### config.mk
export PLATFORM = sky130hd
export DESIGN_NAME = pulse_width_capture_unit
export DESIGN_NICKNAME = d
export VERILOG_FILES = /design/src/pwc_pkg.sv /design/src/pulse_width_capture_unit.sv
export SDC_FILE = /design/constraint.sdc
export NUM_CORES = 1
export LEC_CHECK = 0
export ABC_AREA = 1
export BUFFER_PORTS_ARGS = -buffer_cell sky130_fd_sc_hd__buf_2
export CORE_ASPECT_RATIO = 1.2
export CORE_MARGIN = 4
export CORE_UTILIZATION = 56
export CTS_BUF_LIST = sky130_fd_sc_hd__clkbuf_4
export DETAILED_ROUTE_END_ITERATION = 10
export PLACE_DENSITY = 0.79
export SYNTH_ARGS = -nofsm -noshare
export SYNTH_HDL_FRONTEND = slang
export SYNTH_SLANG_ARGS = --single-unit
export TNS_END_PERCENT = 20
### constraint.sdc
create_clock -name clk -period 2.85 [get_ports clk]
set_input_delay 0 -clock clk [delete_from_list [all_inputs] [get_ports clk]]
set_output_delay 0 -clock clk [all_outputs]
set_load 0.05 [all_outputs]
### src/pwc_pkg.sv
package pwc_pkg;

  localparam int unsigned COUNT_W          = 16;
  localparam int unsigned WIDTH_W          = 32;
  localparam int unsigned COUNTER_BITS_DEF = 16;

  localparam logic [COUNT_W-1:0] OVF_MAX = 16'hFFFF;

  // Edge the capture unit is waiting for
  typedef enum logic {
    PH_FALL = 1'b0,
    PH_RISE = 1'b1
  } phase_t;

  // One timer event
  typedef struct packed {
    logic               overflow_event;
    logic               capture_event;
    logic [COUNT_W-1:0] captured_count;
    logic [COUNT_W-1:0] current_count;
    logic               result_ack;
  } evt_t;

  // Status after one event
  typedef struct packed {
    logic [WIDTH_W-1:0] pulse_width;
    logic               width_valid;
    logic               width_overwritten;
    logic               expect_rising;
    logic               new_width;
  } res_t;

endpackage

### src/pulse_width_capture_unit.sv
// Channel  | Dir | Handshake             | Beat
// ---------+-----+-----------------------+-------------------------------
// evt      | in  | evt_valid / evt_ready | evt_t: one timer event
// res      | out | res_valid / res_ready | res_t: width and flags after it
//
// Every event gives exactly one result beat, via the event and result registers.
// One event per cycle is sustained while res_ready stays high: the event register feeds the state and
// result registers through one 32-bit shift-add-subtract and a compare.
// Reset (rst, synchronous) clears the state: no overflows, waiting for a
// falling edge, no width held, both flags low, both stages empty.
// A stalled result holds in the result register; an empty event register
// can still take one beat, then evt_ready stays low until res_ready returns.
module pulse_width_capture_unit
  import pwc_pkg::*;
#(
  parameter int unsigned COUNTER_BITS = COUNTER_BITS_DEF
) (
  input  logic clk,
  input  logic rst,
  input  logic evt_valid,
  output logic evt_ready,
  input  evt_t evt,
  output logic res_valid,
  input  logic res_ready,
  output res_t res
);

  // Counter values narrower than the field are masked to the counter width
  localparam int unsigned        MASK_BITS = (COUNTER_BITS < COUNT_W) ? COUNTER_BITS : COUNT_W;
  localparam logic [COUNT_W-1:0] CNT_MASK  = COUNT_W'((33'd1 << MASK_BITS) - 33'd1);

  // Event register
  logic evt_full;
  evt_t evt_q;

  // Measurement state
  logic [COUNT_W-1:0] overflow_count, overflow_count_next;
  logic [COUNT_W-1:0] start_count, start_count_next;
  phase_t             edge_phase, edge_phase_next;
  logic [WIDTH_W-1:0] width_register, width_register_next;
  logic               valid_flag, valid_flag_next;
  logic               overwrite_flag, overwrite_flag_next;
  logic               done;

  logic advance;

  // Event register moves on when the result register is free or being drained
  assign advance   = evt_full && (!res_valid || res_ready);
  assign evt_ready = !evt_full || advance;

  always_ff @(posedge clk) begin
    if (rst) begin
      evt_full <= 1'b0;
    end else if (evt_ready) begin
      evt_full <= evt_valid;
    end
  end

  always_ff @(posedge clk) begin
    if (evt_valid && evt_ready) begin
      evt_q <= evt;
    end
  end

  // Datapath for the event in the register
  logic [COUNT_W-1:0] cap, cur, ovf_inc;
  logic               pre_wrap;
  logic [WIDTH_W-1:0] ovf_term;
  logic               valid_acked, overwrite_acked;

  always_comb begin
    cap      = evt_q.captured_count & CNT_MASK;
    cur      = evt_q.current_count & CNT_MASK;
    // A capture value above the serviced count means the edge came before the wrap
    pre_wrap = evt_q.overflow_event && (cap > cur);

    ovf_inc = overflow_count;
    if (evt_q.overflow_event && (overflow_count != OVF_MAX)) begin
      ovf_inc = overflow_count + COUNT_W'(1);
    end

    // Ack lands first, so a width completed in the same event sets valid again
    valid_acked     = valid_flag && !evt_q.result_ack;
    overwrite_acked = overwrite_flag && !evt_q.result_ack;

    overflow_count_next = ovf_inc;
    start_count_next    = start_count;
    width_register_next = width_register;
    valid_flag_next     = valid_acked;
    overwrite_flag_next = overwrite_acked;
    done                = 1'b0;
    ovf_term            = '0;

    if (evt_q.capture_event) begin
      case (edge_phase)
        PH_FALL: begin
          overflow_count_next = pre_wrap ? COUNT_W'(1) : '0;
          start_count_next    = cap;
        end
        PH_RISE: begin
          if (pre_wrap) begin
            overflow_count_next = ovf_inc - COUNT_W'(1);
          end
          // Overflow term wraps at 32 bits, as does the sum
          ovf_term            = WIDTH_W'({16'd0, overflow_count_next} << COUNTER_BITS);
          width_register_next = ovf_term + WIDTH_W'(cap) - WIDTH_W'(start_count);
          if (valid_acked) begin
            overwrite_flag_next = 1'b1;
          end else begin
            valid_flag_next = 1'b1;
          end
          done = 1'b1;
        end
        default: begin
          done = 1'b0;
        end
      endcase
    end
  end

  // Next edge to wait for: toggles on every capture
  always_comb begin
    edge_phase_next = edge_phase;
    if (evt_q.capture_event) begin
      case (edge_phase)
        PH_FALL: edge_phase_next = PH_RISE;
        PH_RISE: edge_phase_next = PH_FALL;
        default: edge_phase_next = PH_FALL;
      endcase
    end
  end

  always_ff @(posedge clk) begin
    if (rst) begin
      overflow_count <= '0;
      start_count    <= '0;
      edge_phase     <= PH_FALL;
      width_register <= '0;
      valid_flag     <= 1'b0;
      overwrite_flag <= 1'b0;
    end else if (advance) begin
      overflow_count <= overflow_count_next;
      start_count    <= start_count_next;
      edge_phase     <= edge_phase_next;
      width_register <= width_register_next;
      valid_flag     <= valid_flag_next;
      overwrite_flag <= overwrite_flag_next;
    end
  end

  // Result register
  always_ff @(posedge clk) begin
    if (rst) begin
      res_valid <= 1'b0;
    end else if (advance) begin
      res_valid <= 1'b1;
    end else if (res_ready) begin
      res_valid <= 1'b0;
    end
  end

  always_ff @(posedge clk) begin
    if (advance) begin
      res.pulse_width       <= width_register_next;
      res.width_valid       <= valid_flag_next;
      res.width_overwritten <= overwrite_flag_next;
      res.expect_rising     <= (edge_phase_next == PH_RISE);
      res.new_width         <= done;
    end
  end

endmodule

# [Word level (Yosys, flattened, before mapping)]
# Cells that the tools add are included.
[totals] register_bits=140 out_inout_bits=38 elab_cells=57
[classes] n_addsub=4 magnitude_cmp=1 n_eq_ne=1 mux=19 n_bitwise=1 reduce_logical=13
[op_table] cell="2-to-1 mux 16 bit" n=5
[op_table] cell="2-to-1 mux 32 bit" n=2
[op_table] cell="adder 32 x 16 -> 32 bit" n=1
[op_table] cell="case mux 16 bit (2 select lines)" n=1
[op_table] cell="subtractor 32 x 16 -> 32 bit" n=1
[op_table] cell="adder 16 x 1 -> 16 bit, second input constant" n=1
[op_table] cell="greater-than comparator 16 bit" n=1
[op_table] cell="inequality test 16 bit, second input constant" n=1
[op_table] cell="subtractor 16 x 1 -> 16 bit, second input constant" n=1
[op_table] cell="2-to-1 mux 1 bit" n=10
[op_table] cell="logical AND 1 bit" n=6
[op_table] cell="zero test 1 bit" n=3
[op_table] cell="AND reduction 3 bit" n=1
[op_table] cell="logical OR 1 bit" n=2
[op_table] cell="case mux 1 bit (2 select lines)" n=1
[op_table] cell="nonzero test 2 bit" n=1
[op_table] cell="inverter 1 bit" n=1

# [Depth between registers and ports, before layout]
# Gate-level depths: netlist of the first run.
[depth] depth_word=11 ltp_mapped=25

# [Least setup slack after synthesis of the first run]
# No wires, ideal clock.
[synth_path] path_kind="register to register" from="reg overflow_count[0]" to="reg res[33] in the netlist's numbering, data pin" setup_time_ns=0.260 arrival_time_ns=2.519 t_required_ns=2.590 setup_slack_ns=0.071 stages_incl_launch_ff=20 path_buffers=0 period_less_slack_ns=2.779 cell_sequence="dfxtp_1 -> ha_1 -> nand2_1 -> nor2_2 -> nand2_2 -> o21ai_4 -> nand2_1 -> nand2_4 -> ha_1 -> nand3_2 -> nor2_4 -> nand3_1 -> nand2_1 -> nand2_1 -> nor2_4 -> nand2_2 -> nor2_1 -> nand2_1 -> nand2_1 -> nand3_1"
[synth_between] elab_chain_len=11
[synth_rtl] item="from (decl)" line="pulse_width_capture_unit.sv:37" source="logic [COUNT_W-1:0] overflow_count, overflow_count_next;"
[synth_rtl] item="from (signal assigned)" line="pulse_width_capture_unit.sv:142" source="overflow_count <= overflow_count_next;"
[synth_rtl] item="branches (longest 2 deep; another with adder 16 x 1 -> 16 bit)"
[synth_rtl] item="2-to-1 mux 16 bit *" line="pulse_width_capture_unit.sv:78" source="if (evt_q.overflow_event && (overflow_count != OVF_MAX)) begin"
[synth_rtl] item="subtractor 16 x 1 -> 16 bit" line="pulse_width_capture_unit.sv:102" source="overflow_count_next = ovf_inc - COUNT_W'(1);"
[synth_rtl] item="2-to-1 mux 16 bit *" line="pulse_width_capture_unit.sv:101" source="if (pre_wrap) begin"
[synth_rtl] item="2-to-1 mux 16 bit *" line="pulse_width_capture_unit.sv:95" source="case (edge_phase)"
[synth_rtl] item="2-to-1 mux 16 bit *" line="pulse_width_capture_unit.sv:94" source="if (evt_q.capture_event) begin"
[synth_rtl] item="adder 32 x 16 -> 32 bit *" line="pulse_width_capture_unit.sv:106" source="width_register_next = ovf_term + WIDTH_W'(cap) - WIDTH_W'(start_count);"
[synth_rtl] item="subtractor 32 x 16 -> 32 bit *" line="pulse_width_capture_unit.sv:106"
[synth_rtl] item="2-to-1 mux 32 bit *" line="pulse_width_capture_unit.sv:95"
[synth_rtl] item="2-to-1 mux 32 bit *" line="pulse_width_capture_unit.sv:94"
[synth_rtl] item="via width_register_next[29]" line="pulse_width_capture_unit.sv:40" source="logic [WIDTH_W-1:0] width_register, width_register_next;"
[synth_rtl] item="to (decl)" line="pulse_width_capture_unit.sv:25" source="output res_t res"
# Mark *: on every way through the listed nets, which the timed path passes. The select of a mux whose other input is x is not followed.
# A chain may end at the register's enable or synchronous reset.

# [Worst setup path in the final report of the first run]
[layout_path] from="reg evt_q, in the netlist cap[15]" to="reg width_register[31]"
[layout_between] elab_chain_len=9
[layout_rtl] item="from (decl)" line="pulse_width_capture_unit.sv:34" source="evt_t evt_q;"
[layout_rtl] item="from (signal assigned)" line="pulse_width_capture_unit.sv:61" source="evt_q <= evt;"
[layout_rtl] item="greater-than comparator 16 bit" line="pulse_width_capture_unit.sv:75" source="pre_wrap = evt_q.overflow_event && (cap > cur);"
[layout_rtl] item="logical AND 1 bit" line="pulse_width_capture_unit.sv:75"
[layout_rtl] item="2-to-1 mux 16 bit" line="pulse_width_capture_unit.sv:101"
[layout_rtl] item="2-to-1 mux 16 bit" line="pulse_width_capture_unit.sv:95"
[layout_rtl] item="2-to-1 mux 16 bit" line="pulse_width_capture_unit.sv:94"
[layout_rtl] item="adder 32 x 16 -> 32 bit *" line="pulse_width_capture_unit.sv:106"
[layout_rtl] item="subtractor 32 x 16 -> 32 bit *" line="pulse_width_capture_unit.sv:106"
[layout_rtl] item="2-to-1 mux 32 bit *" line="pulse_width_capture_unit.sv:95"
[layout_rtl] item="2-to-1 mux 32 bit *" line="pulse_width_capture_unit.sv:94"
[layout_rtl] item="via width_register_next[31]" line="pulse_width_capture_unit.sv:40"
[layout_rtl] item="to (signal assigned)" line="pulse_width_capture_unit.sv:145" source="width_register <= width_register_next;"
[layout_rtl] item="to (decl)" line="pulse_width_capture_unit.sv:40"
# Mark *: on every way through the listed nets, which the timed path passes. The rest lies on a longest branch. The select of a mux whose other input is x is not followed.

==> results by group, run 1 <==
Run status
  • Status: complete, but fails checks
  • Failing checks: negative setup slack

Routing
  • Vias: 7720
  • Wire length per cell: 15.5 µm
  • Vias per cell: roughly 5.5
  • DRT iter0 DRCs: 492
  • Routed wire length: between 20 and 25 mm
  • Drt drc: 0
  • Routed Antenna Nets: 0
  • DR pass1 iterations: 7

STA
  • RSZ-0062 raised after global routing: true
  • Max-slew violations: 0
  • Minimum clock period: a little over 3 ns
  • Worst Tran Pin Value: 0.913 ns
  • Crit share post-route: 1.06
  • Hold Fails Final Rpt: 0
  • Final setup violating endpoints: 27
  • Clock skew: a little under 0.02 ns
  • Final WS setup: -0.166 ns
  • Worst rel slew slack: 0.390
  • FMAX: between 300 and 400 MHz

Global route
  • Grt total ovfl: 0
  • Initial antenna violation count: 1
  • Vias in the first global route: 7332
  • Gr usage total: 0.251
  • First-pass GRT wire length: about 33 mm
  • Largest net degree at the start of global routing: 88

Setup path
  • CP endpoint kind: flip-flop
  • Startpoint types: flip-flop
  • WP data required: 3.33 ns
  • Crit-path leading delay family: simple AND/OR/NAND/NOR gates
  • Reg2reg setup slack: -0.17 ns
  • Buffers & Inverters on Critical Path: 1
  • Crit path max-delay cell type: edfxtp_1
  • Critical path's largest stage delay: 0.51 ns
  • Reg-to-Reg End: width_register[31]$_SDFFE_PP0P_
  • CP arrival: approximately 3.5 ns
  • Kind of critical path: reg -> reg
  • FF-to-FF Start: cap[15]$_DFFE_PP_
  • FF-to-FF path depth: 17
  • Crit Path Max Fanout: 10
  • CP Cell Sequence: ha_4 -> nand2_1 -> o21ai_1 -> a21oi_4 -> nand2_2 -> nand2_2 -> buf_12 -> o21ai_0 -> nand2_2 -> nor2_4 -> nand3_4 -> nor2_4 -> nand2_1 -> nand2_1 -> nand3_2 -> nor2_1 -> nor2_1

Floorplanning
  • Num ports: 77
  • Num rows: 47
  • Total core area: between 0.01 and 0.015 mm²
  • Overall die height: 139 µm
  • Die area: 0.0163 mm²
  • Initial Utilization: 0.575
  • Die W: 117 µm

Clock network
  • Clock sink count: 140
  • CTS root buf: clkbuf_4
  • Clock tree buffer depth: 2
  • Clock transition at the registers of the reported paths: 0.13 ns
  • CTS tree: done
  • Num CTS Buffers: 17
  • Worst-Skew Late Latency: 0.58 ns
  • Htree depth: 4

Synthesis
  • Synth Net Count: about 1100
  • Post-synthesis sequential area ratio: 0.438
  • Async S/R FF share, synth: 0
  • Yosys reg bits: 140
  • Ys Warns: 0
  • Area of the mapped netlist: 0.00802 mm²
  • Main synth FF type: edfxtp_1
  • Number of synthesized flops with an enable pin: 71
  • Syn Inst Count: 1041
  • Mean Syn Cell Area: 7.70 µm²
  • Post-synth cell types: 40

Placed design
  • # port buffers: 76
  • Cells after DPL: 1317
  • GP Congestion: roughly 0.92
  • Placed Area: 0.00895 mm²
  • Setup WS pre-CTS: -0.0983 ns
  • Final HPWL DP: 13.7 mm

Power and ir drop
  • Pwr Total: 4920 µW
  • Max VDD drop: 0.000422 V
  • Power Dens Cells: 478 mW/mm²
  • Leakage power figure: 0.00460 µW

Cells and area
  • Area delta synth->final: 28.5%
  • Finished Cell Area: 0.0103 mm²
  • Layout cells sized above 1: 0.273
  • Finished Layout Cells: 1408
  • Fin nets: 1298

Min path
  • HP Class: in -> reg
  • Critical hold path startpoint: evt[22]
  • Hold depth: 2
  • Hold Path End: cap[5]$_DFFE_PP_

Flow run
  • Max Cap Violations: 0
## metrics by stage
| step | util | setup TNS, ns | hold WS (ns) |
|---|---|---|---|
| floorplan | - | 0 | 0.0989 |
| global placement | 0.643 | -0.112 | 0.176 |
| detailed placement | 0.643 | -0.860 | 0.178 |
| CTS | 0.694 | -0.00890 | 0.0863 |
| global route | 0.739 | -6.11 | 0.110 |
| finish | 0.739 | -2.40 | 0.127 |
## cells in the final DEF (no fill, tap or decap), types with 22 or more instances in the layout
cell type        n
dlygate4sd3_1   41
nand2_2         45
o21ai_0         89
nand3_1         46
ha_1            24
buf_2           76
nor2_4          22
edfxtp_1        71
dfxtp_1         64
a21oi_1         56
nand2_1        185
buf_4           73
nor2_1          85
inv_1          150
## what timing repair did
| action | in CTS | in global routing |
|---|---|---|
| hold endpoints to repair | 51 | 0 |
| pin swaps | 2 | 68 |
| hold buffers | 41 | 0 |
| setup endpoints to repair | 23 | 41 |
| buffers inserted | 1 | 16 |
| cloned | 0 | 0 |
| resized for setup | 8 | 131 |
## synth_stat cells (5+ instances only)
cell      instances  share of area
a21oi_1          61          0.038
dfxtp_1          69           0.17
inv_1           157          0.074
o21ai_1          11         0.0069
inv_2             6         0.0028
nor2_1           97          0.045
o21ai_0          95          0.059
edfxtp_1         71           0.27
buf_2             5         0.0031
nor2_4            8          0.011
clkbuf_1         21         0.0098
nand2_1         220           0.10
nand2_2          21          0.016
xnor2_1          10          0.011
nand3_2           6         0.0075
xor2_1            8         0.0087
nand3_1          53          0.033
ha_1             35          0.055
a31oi_1          15          0.012
nand4_1          21          0.016
nor2_2           12         0.0094
## flip-flops by register name, indices dropped and copies added, names as in the netlist
signal,count
evt_full,1
overflow_count,16
valid_flag,1
width_register,32
edge_phase,1
cur,16
start_count,16
res_valid,1
evt_q,3
overwrite_flag,1
res,36
cap,16
## power by group
part / internal, µW / switching (µW) / leakage (µW)
logic: 506 / 840 / 0.00320
clock network: 446 / 811 / 0.000141
registers: 2260 / 62.4 / 0.00126
total: 3210 / 1710 / 0.00460
## final cells by class
class / count / area (µm²)
multi-input cells: 703 / 4240
fillers: 975 / 3630
flip-flops and latches: 140 / 3520
repair buffers: 198 / 1450
inverters: 163 / 616
well taps: 171 / 214
clock inverters: 15 / 136
clock buffers: 17 / 128
diodes: 1 / 2.50
## cell families (layout without fill, tap and decap cells)
group / after synthesis / after routing / share of synthesized area
AO/OA/AOI/OAI: 202 / 202 / 0.136
XOR/XNOR: 18 / 18 / 0.0197
adder cells (fa/ha/maj): 36 / 36 / 0.0571
buffers and inverters: 198 / 393 / 0.0968
flip-flops: 140 / 140 / 0.438
other: 0 / 1 / 0
AND/OR/NAND/NOR: 447 / 447 / 0.252
## worst max-delay path by stage
stage / endpoint / cells past startpoint / startpoint
2_1_floorplan: res[33]$_DFFE_PP_ / 19 / overflow_count[0]$_SDFFE_PP0P_
3_3_place_gp: width_register[25]$_SDFFE_PP0P_ / 19 / cap[6]$_DFFE_PP_
3_5_place_dp: width_register[25]$_SDFFE_PP0P_ / 19 / cap[6]$_DFFE_PP_
4_1_cts: res[34]$_DFFE_PP_ / 19 / cap[1]$_DFFE_PP_
5_1_grt: width_register[31]$_SDFFE_PP0P_ / 17 / cap[15]$_DFFE_PP_
6_report: width_register[31]$_SDFFE_PP0P_ / 17 / cap[15]$_DFFE_PP_
## per-layer routing
layer  routed length, µm  part of all wire  global-route usage
met2               11700              0.53               0.446
met1                7940              0.36               0.279
met3                1100             0.050              0.0467
met4                1170             0.054               0.127
met5                   0                 0                   0
Note: power is estimated with default switching activity, not from simulation.
==> run 2: changes to the inputs <==
--- a/config.mk
+++ b/config.mk
@@ -6,13 +6,14 @@
 export NUM_CORES = 1
 export LEC_CHECK = 0
 export ABC_AREA = 1
-export BUFFER_PORTS_ARGS = -buffer_cell sky130_fd_sc_hd__buf_2
+export BUFFER_PORTS_ARGS = -buffer_cell sky130_fd_sc_hd__buf_4
 export CORE_ASPECT_RATIO = 1.2
 export CORE_MARGIN = 4
 export CORE_UTILIZATION = 56
 export CTS_BUF_LIST = sky130_fd_sc_hd__clkbuf_4
 export DETAILED_ROUTE_END_ITERATION = 10
 export PLACE_DENSITY = 0.79
+export SKIP_LAST_GASP = 1
 export SYNTH_ARGS = -nofsm -noshare
 export SYNTH_HDL_FRONTEND = slang
 export SYNTH_SLANG_ARGS = --single-unit
==> results by group, run 2 (synthesized netlist as in run 1, its figures left out) <==
Flow run
  • Max Cap Violations: 0

Routing
  • Routed wire length: 22.1 mm
  • Drt drc: 0
  • Vias per cell: 5.51
  • Routed Antenna Nets: 0
  • Wire length per cell: 15.7 µm
  • Vias: 7802
  • DR pass1 iterations: 8
  • DRT iter0 DRCs: 577

Power and ir drop
  • Leakage power figure: 0.00470 µW
  • Power Dens Cells: 474 mW/mm²
  • Max VDD drop: 0.000379 V

Clock network
  • Clock sink count: between 100 and 150
  • CTS tree: done
  • Clock transition at the registers of the reported paths: 0.12 ns
  • Num CTS Buffers: 17
  • Worst-Skew Late Latency: ~0.58 ns
  • Clock tree buffer depth: 2
  • CTS root buf: clkbuf_4
  • Htree depth: 4

STA
  • Final setup violating endpoints: 11
  • Minimum clock period: 2.92 ns
  • Final WS setup: -0.0687 ns
  • Hold WS: 0.127 ns
  • Worst rel slew slack: 0.359
  • FMAX: 343 MHz
  • Max-slew violations: 0
  • Hold Fails Final Rpt: 0
  • Worst Tran Pin Value: around 0.96 ns
  • RSZ-0062 raised after global routing: true
  • Crit share post-route: 1.02
  • Clock skew: ~0.020 ns

Cells and area
  • Fin nets: roughly 1300
  • Most common cell after layout, fill and taps aside: nand2_1
  • Most frequent cells in the layout: 185 x nand2_1, 156 x buf_4, 148 x inv_1, 90 x o21ai_0, 82 x nor2_1
  • Finished Cell Area: approximately 0.011 mm²
  • Final Util: 0.757
  • Layout cells sized above 1: 0.285
  • Area delta synth->final: 31.6%
  • Finished Layout Cells: 1415
  • Biggest registers after layout: res: 36 flops, width_register: 32 flops
  • Max reg flops: 36
  • Largest reg by FF count: res

Global route
  • Vias in the first global route: 7143
  • Grt total ovfl: 0
  • Initial antenna violation count: 1
  • Largest net degree at the start of global routing: 88
  • Gr usage total: 0.255
  • First-pass GRT wire length: between 30 and 40 mm

Placed design
  • Setup WS pre-CTS: -0.129 ns
  • # port buffers: 76
  • Cells after DPL: about 1300
  • Final HPWL DP: 14.0 mm
  • Placed Area: 0.00916 mm²
  • GP Congestion: 0.972

Run status
  • Failing checks: negative setup slack
  • Status: complete, but fails checks

Min path
  • HP Class: in -> reg

Floorplanning
  • Initial Utilization: 0.575
  • Total core area: between 0.01 and 0.015 mm²
  • Die W: 117 µm
  • Die area: 0.0163 mm²
  • Overall die height: 139 µm
  • Num ports: just under 80
  • Num rows: 47

Setup path
  • WP data required: 3.32 ns
  • CP endpoint kind: flip-flop
  • CP arrival: 3.39 ns
  • Kind of critical path: reg -> reg
  • Startpoint types: flip-flop
  • Crit Path Max Fanout: 7
[run 2: cell count changes in the layout (fill, tap and decap cells not counted), moves of 3 or more]
cell	change
buf_4	+83
nor2_2	+5
inv_6	-3
nor2_1	-3
o21ai_1	-4
nand3_2	+3
clkbuf_4	+3
buf_2	-76
[run 2: area by class of cell]
type	instances	area, µm²
Fill cell	943	3390
Inverter	163	616
Tap cell	171	214
Multi-Input combinational cell	703	4250
Clock buffer	20	150
Sequential cell	140	3520
Clock inverter	12	121
Timing Repair Buffer	205	1680
Antenna cell	1	2.50
[run 2: repair_timing]
action	4_1_cts	5_1_grt
setup buffers	0	20
resized for setup	5	142
hold endpoints to repair	52	0
pin swaps	0	58
hold buffers	41	0
endpoints found under the setup margin	13	40
[run 2: worst paths after layout]
check,from,end,slack (ns),cells after the start
min reg2reg,start_count[11]$_SDFFE_PP0P_,start_count[11]$_SDFFE_PP0P_,0.48,2
max,cap[5]$_DFFE_PP_,width_register[19]$_SDFFE_PP0P_,-0.07,17
min,evt[24],cap[7]$_DFFE_PP_,0.13,2
max reg2reg,cap[5]$_DFFE_PP_,width_register[19]$_SDFFE_PP0P_,-0.07,17
[run 2: where the power goes]
group          total, µW  internal (µW)  switching [µW]
sequential          2320           2260            59.7
clock               1290            542             746
combinational       1400            547             853
[run 2: critical path, stage by stage (launching register included)]
cell and delay (ns):
edfxtp_1 0.51, ha_4 0.33, nand2_1 0.06, nor2_2 0.10, nand2_1 0.08, nand2_1 0.12
nand2_2 0.11, nand2_4 0.10, nand2_4 0.07, buf_8 0.14, nor2_4 0.19, nand2_1 0.09
nand2_2 0.15, buf_4 0.15, xnor2_1 0.16, o21ai_0 0.19, nor2_1 0.18, nor2_1 0.07
[run 2: per-layer routing]
layer  vias to the layer above  global-route usage  wire (µm)
li1                       3791                   -          -
met1                      3643               0.282       8120
met2                       294               0.467      12100
met3                        74              0.0519       1130
met4                         0              0.0960        833
met5                         -                   0          0
[run 2: metrics by stage]
step / power (µW) / setup TNS, ns
after CTS: 4780 / -0.0126
after detailed placement: 3480 / -0.983
final: 5010 / -0.249
after floorplan: 3120 / 0
after global placement: 3460 / 0
after global routing: 5230 / -3.73
